--- src/rtl/qte_pkg.sv ---
// shared types, constants and the arctangent table for the quaternion to euler block
// no dependencies
package qte_pkg;

    localparam int unsigned QuatWidth     = 16;
    localparam int unsigned AccFrac       = 30;
    localparam int unsigned DefStages     = 16;
    localparam int unsigned DefAngleFrac  = 13;
    localparam int unsigned MaxStages     = 24;
    // cordic datapath width: operands reach about 2^32 and grow by 1.65
    localparam int unsigned CordW         = 38;
    localparam int unsigned AccW          = 34;
    localparam int unsigned YawWidth      = 16;
    localparam int unsigned PitchWidth    = 15;
    localparam int unsigned RollWidth     = 16;

    localparam logic signed [AccW-1:0] PiQ30     = 34'sd3373259426;
    localparam logic signed [AccW-1:0] HalfPiQ30 = 34'sd1686629713;
    localparam logic signed [AccW-1:0] OneQ30    = 34'sd1073741824;

    typedef logic signed [CordW-1:0] t_cord;
    typedef logic signed [AccW-1:0]  t_acc;

    typedef struct packed {
        t_cord x;
        t_cord y;
        t_acc  z;
        logic  zero;
    } t_cord_state;

    function automatic t_acc atan_entry(input int unsigned i);
        t_acc v;
        case (i)
            0:  v = 34'sd843314857;
            1:  v = 34'sd497837830;
            2:  v = 34'sd263043837;
            3:  v = 34'sd133525159;
            4:  v = 34'sd67021687;
            5:  v = 34'sd33543516;
            6:  v = 34'sd16775851;
            7:  v = 34'sd8388437;
            8:  v = 34'sd4194283;
            9:  v = 34'sd2097149;
            default: v = t_acc'(34'sd1048576 >>> (i - 10));
        endcase
        return v;
    endfunction

endpackage

--- src/rtl/qte_isqrt.sv ---
// pipelined floor square root, one result bit per stage
// depends on qte_pkg
module qte_isqrt
    import qte_pkg::*;
(
    input  logic        i_clk,
    input  logic        i_en,
    input  logic [60:0] i_rad,
    output logic [30:0] o_root
);
    localparam int unsigned Bits = 31;

    logic [61:0] r_rem  [Bits+1];
    logic [30:0] r_root [Bits+1];

    assign r_rem[0]  = {1'b0, i_rad};
    assign r_root[0] = '0;

    for (genvar g = 0; g < Bits; g++) begin : g_bit
        // result bit position decided in this stage
        localparam int unsigned P  = Bits - 1 - g;
        localparam int unsigned Sh = 2 * P;
        logic [61:0] trial;
        logic [61:0] n_rem;
        logic [30:0] n_root;
        logic [61:0] r_rem_q;
        logic [30:0] r_root_q;
        always_comb begin
            trial = (62'(r_root[g]) << (P + 1)) + (62'd1 << Sh);
            if (r_rem[g] >= trial) begin
                n_rem  = r_rem[g] - trial;
                n_root = r_root[g] | (31'd1 << P);
            end else begin
                n_rem  = r_rem[g];
                n_root = r_root[g];
            end
        end
        always_ff @(posedge i_clk) begin
            if (i_en) begin
                r_rem_q  <= n_rem;
                r_root_q <= n_root;
            end
        end
        assign r_rem[g+1]  = r_rem_q;
        assign r_root[g+1] = r_root_q;
    end

    assign o_root = r_root[Bits];
endmodule

--- config.mk ---
export PLATFORM = sky130hd
export DESIGN_NAME = qte_isqrt
export DESIGN_NICKNAME = d
export VERILOG_FILES = /design/src/rtl/qte_pkg.sv /design/src/rtl/qte_isqrt.sv
export SDC_FILE = /design/constraint.sdc
export NUM_CORES = 2
export LEC_CHECK = 0
export BUFFER_PORTS_ARGS = -buffer_cell sky130_fd_sc_hd__buf_2
export CAP_MARGIN = 10
export CORE_MARGIN = 3
export CORE_UTILIZATION = 60
export CTS_CLUSTER_SIZE = 30
export DETAILED_ROUTE_END_ITERATION = 7
export PLACE_DENSITY = 0.77
export SYNTH_ARGS = -nofsm -noshare
export SYNTH_HDL_FRONTEND = slang
export SYNTH_SLANG_ARGS = --single-unit
--- constraint.sdc ---
create_clock -name i_clk -period 4.54 [get_ports i_clk]
set_clock_uncertainty 0.2 [all_clocks]
set_input_delay 0.227 -clock i_clk [delete_from_list [all_inputs] [get_ports i_clk]]
set_output_delay 0.227 -clock i_clk [all_outputs]
set_load 0.01 [all_outputs]
==> impl_metrics.ini <==
[global_route]
grt_pass1_vias = 70799
grt_antenna_before_repair = 7
grt_pass1_wl_um = 410000
grt_use_total = 0.275
grt-ovfl-total = 0
grt_max_degree = 169

[layout]
drive_gt1_frac = 0.0753
syn2layout_area_growth_pct = 11.9
fin_util = 0.680
fill_cells = 12562
layoutNonFillerInstCount = 11954
nNetsFinal = 9879

[hold_path]
holdPathStages = 0
hold-path-endpoint = g_bit[25].r_root_q[10]
hold_class = reg2reg
hp-start = g_bit[24].r_root_q[10]

[die]
core-area_um2 = 184000
io_pins = 94
die_h_um = 438
fp.dieArea_um2 = 192000
die_x_um = 438
start_util = 0.608
rows = 157

[critical_path]
r2r_cells = 12
r2r_start = g_bit[26].r_root_q[6]
critical_path_required_ps = 4920
crit_family = compound AO/OA/AOI/OAI gates
end_kind = flop
critPathArrivalTime_ps = 4700
regToRegEndpoint = g_bit[27].r_rem_q[52]
cp.buffers_inverters = 1
crit_top_cell = a21oi_1
critPathLaunchType = flop
crit_path_max_incr_delay_ps = 610
rrSetupSlack_ps = 220
crit_chain = inv_1 -> ha_1 -> a21oi_1 -> nor2b_1 -> nor4_1 -> nor3_1 -> a21oi_1 -> o21bai_1 -> a211oi_1 -> and3_1 -> nand4_1 -> xnor2_1
critPathSlowestCell = nor4_1
crit_type = reg2reg
crit_fanout = 5

[place]
io_buffers = 93
dp.final_hpwl_um = 190000
place_congestion = 0.947
dp.cells = 11400

[sta]
relSlewSlack = 0.172
rsz0062_at_grt = no
timing.hold.ws_ps = 192
maxSlewViolCount = 0
fin_crit_ps = 4320
finalCritPeriodShare = 0.951
setup_viol = 0
finalHoldViolCount = 0
worst_pin_slew_ps = 1240
max_clock_freq_mhz = 232
tns_ps = 0

[synth]
syn_area_um2 = 112000
synth-edff-count = 2356
synth_seq_cells = 2356
netlist-cell-type-count = 83
ys.warnings.count = 0
syn_area_per_cell_um2 = 12.6
yosys_most_used_dff = edfxtp_1
async_reset_ff_frac = 0
yosysSeqAreaShare = 0.631
syn-instance-count = 8890

[drt]
vias = 72830
route.detailed.drc = 5
ant_nets = 0
drtPass1Iterations = 8
routed_via_density = 6.09
routedWlPerCell_um = 22.4
drt_iter0_drc = 7698
totalWireLength_um = 267000

[job]
maxCapViolCount = 0

[power]
powerDensity_nw_per_um2 = 502
p_comb_frac = 0.206
p_int_mw = 44.5
power.leakage_nw = 47.4
power.share.sequential = 0.476
p_sw_mw = 18.4
power_frac_clock = 0.318
peakVddDrop_mv = 0.383
p_sw_frac = 0.292

[clock_network]
numCtsBuffers = 230
htreeDepth = 4
clock-sinks = 2356
cts_tree = done
root_buffer = clkbuf_16
clkLatencyLatePin_ps = 890
clockBufferDepth = 3
clk_pin_slew_ps = 60
cts_setup_buffers = 0

[outcome]
status = finished, violations left
violations = design-rule violations
-- power groups by stage --
stage | logic (mW) | clock network, mW | registers, mW
6_report | 13.0 | 20.0 | 29.9
5_1_grt | 14.4 | 21.1 | 30.2
4_1_cts | 12.8 | 20.2 | 29.9
3_5_place_dp | 12.6 | 0 | 30.3
3_3_place_gp | 12.3 | 0 | 30.3
2_1_floorplan | 9.36 | 0 | 29.2
-- layout by cell type (no fill, tap or decap), drive strengths merged, types with 29 or more instances in the layout --
| cell | count |
|---|---|
| bufinv | 37 |
| xor2 | 436 |
| nand2b | 100 |
| mux2 | 67 |
| or2 | 34 |
| clkbuf | 274 |
| nand2 | 589 |
| ha | 523 |
| a31oi | 49 |
| inv | 655 |
| buf | 220 |
| nor4 | 303 |
| nor4b | 46 |
| o21ai | 419 |
| nand3 | 156 |
| a21o | 208 |
| edfxtp | 2356 |
| or4 | 68 |
| o211ai | 31 |
| o21a | 86 |
| and3 | 39 |
| xnor2 | 392 |
| nor3 | 250 |
| nand3b | 29 |
| a21oi | 541 |
| a211oi | 39 |
| o21bai | 57 |
| o31ai | 43 |
| or3 | 88 |
| clkinv | 98 |
| nor2 | 621 |
| nand4 | 120 |
| dlygate4sd3 | 123 |
| nor2b | 76 |
-- how the worst max path moves through the flow --
stage	start	to	slack, ps	depth (start not counted)
after floorplan	g_bit[27].r_rem_q[44]	g_bit[28].r_rem_q[51]	520	11
after global placement	g_bit[25].r_rem_q[46]	g_bit[26].r_rem_q[45]	340	9
after detailed placement	g_bit[25].r_rem_q[46]	g_bit[26].r_rem_q[49]	260	10
after CTS	g_bit[21].r_root_q[20]	g_bit[22].r_rem_q[45]	230	12
after global routing	g_bit[26].r_rem_q[6]	g_bit[27].r_rem_q[59]	20	12
final	g_bit[26].r_root_q[6]	g_bit[27].r_rem_q[52]	220	12
-- cells by family after synthesis --
kind of cell / after synthesis / synth area share
AO/OA/AOI/OAI: 1662 / 0.0915
buffers and inverters: 827 / 0.0279
flip-flops: 2356 / 0.631
XOR/XNOR: 828 / 0.0647
adder cells (fa/ha/maj): 523 / 0.0584
AND/OR/NAND/NOR: 2618 / 0.119
other: 1 / 0.0000335
multiplexers: 75 / 0.00745
-- stage by stage --
| stage | power [mW] | instance area (µm²) | worst slack [ps] |
|---|---|---|---|
| floorplan | 38.6 | 112000 | 524 |
| global placement | 42.5 | 116000 | 337 |
| detailed placement | 42.9 | 116000 | 258 |
| CTS | 62.9 | 125000 | 235 |
| global route | 65.7 | 125000 | 20.8 |
| finish | 62.9 | 125000 | 221 |
-- area by class of cell --
class                           instances  area [µm²]  share of cell area
Antenna cell                            4        10.0           0.0000798
Clock buffer                          273        5940              0.0473
Clock inverter                        152        1990              0.0158
Inverter                              653        2450              0.0195
Multi-Input combinational cell       5708       38300               0.305
Sequential cell                      2356       70700               0.564
Tap cell                             2464        3080              0.0246
Timing Repair Buffer                  344        2900              0.0231
-- metal layers --
layer,up-vias,global-route usage,wire length (µm)
met5,-,0,0
met4,0,0.0760,6640
met3,453,0.0439,19700
met2,2824,0.460,132000
met1,35577,0.376,109000
li1,33976,-,-
-- registers in the layout, indices dropped and copies added, names as in the netlist --
name and cells:
o_root 31, g_bit.r_root_q 465, g_bit.r_rem_q 1860
-- repair_timing --
item | CTS | global route
endpoints found under the hold margin | 347 | 0
endpoints found under the setup margin | 0 | 7
hold buffers | 123 | 0
gates resized for setup | 0 | 5
-- cell usage after synthesis (13+ instances only) --
cell type	number	share of area
nand3b_1	29	0.0019
buf_1	14	0.00047
xor2_1	436	0.034
or3_1	87	0.0049
a31oi_1	49	0.0027
a211oi_1	39	0.0026
nand4b_1	20	0.0016
o31ai_1	42	0.0028
nand4_1	120	0.0067
a21o_1	208	0.014
inv_1	652	0.022
nor4b_1	46	0.0036
a211o_1	14	0.0011
edfxtp_1	2356	0.63
clkbuf_1	156	0.0052
a21boi_0	19	0.0013
nand2b_1	100	0.0056
o21a_1	86	0.0058
a21oi_1	541	0.024
o21ai_0	415	0.019
nor4_1	302	0.017
ha_1	523	0.058
or4_1	65	0.0044
a31o_2	17	0.0013
mux2_2	67	0.0067
nand2_1	589	0.020
nor2_1	621	0.021
nand3_1	156	0.0070
and3_1	39	0.0022
and2_1	28	0.0016
or2_2	34	0.0019
nor2b_1	76	0.0042
xnor2_1	392	0.031
o31a_1	13	0.0010
o21bai_1	57	0.0038
nor3b_1	23	0.0015
o211ai_1	31	0.0021
nor3_1	245	0.011
Power figures use the tool's default switching activity.
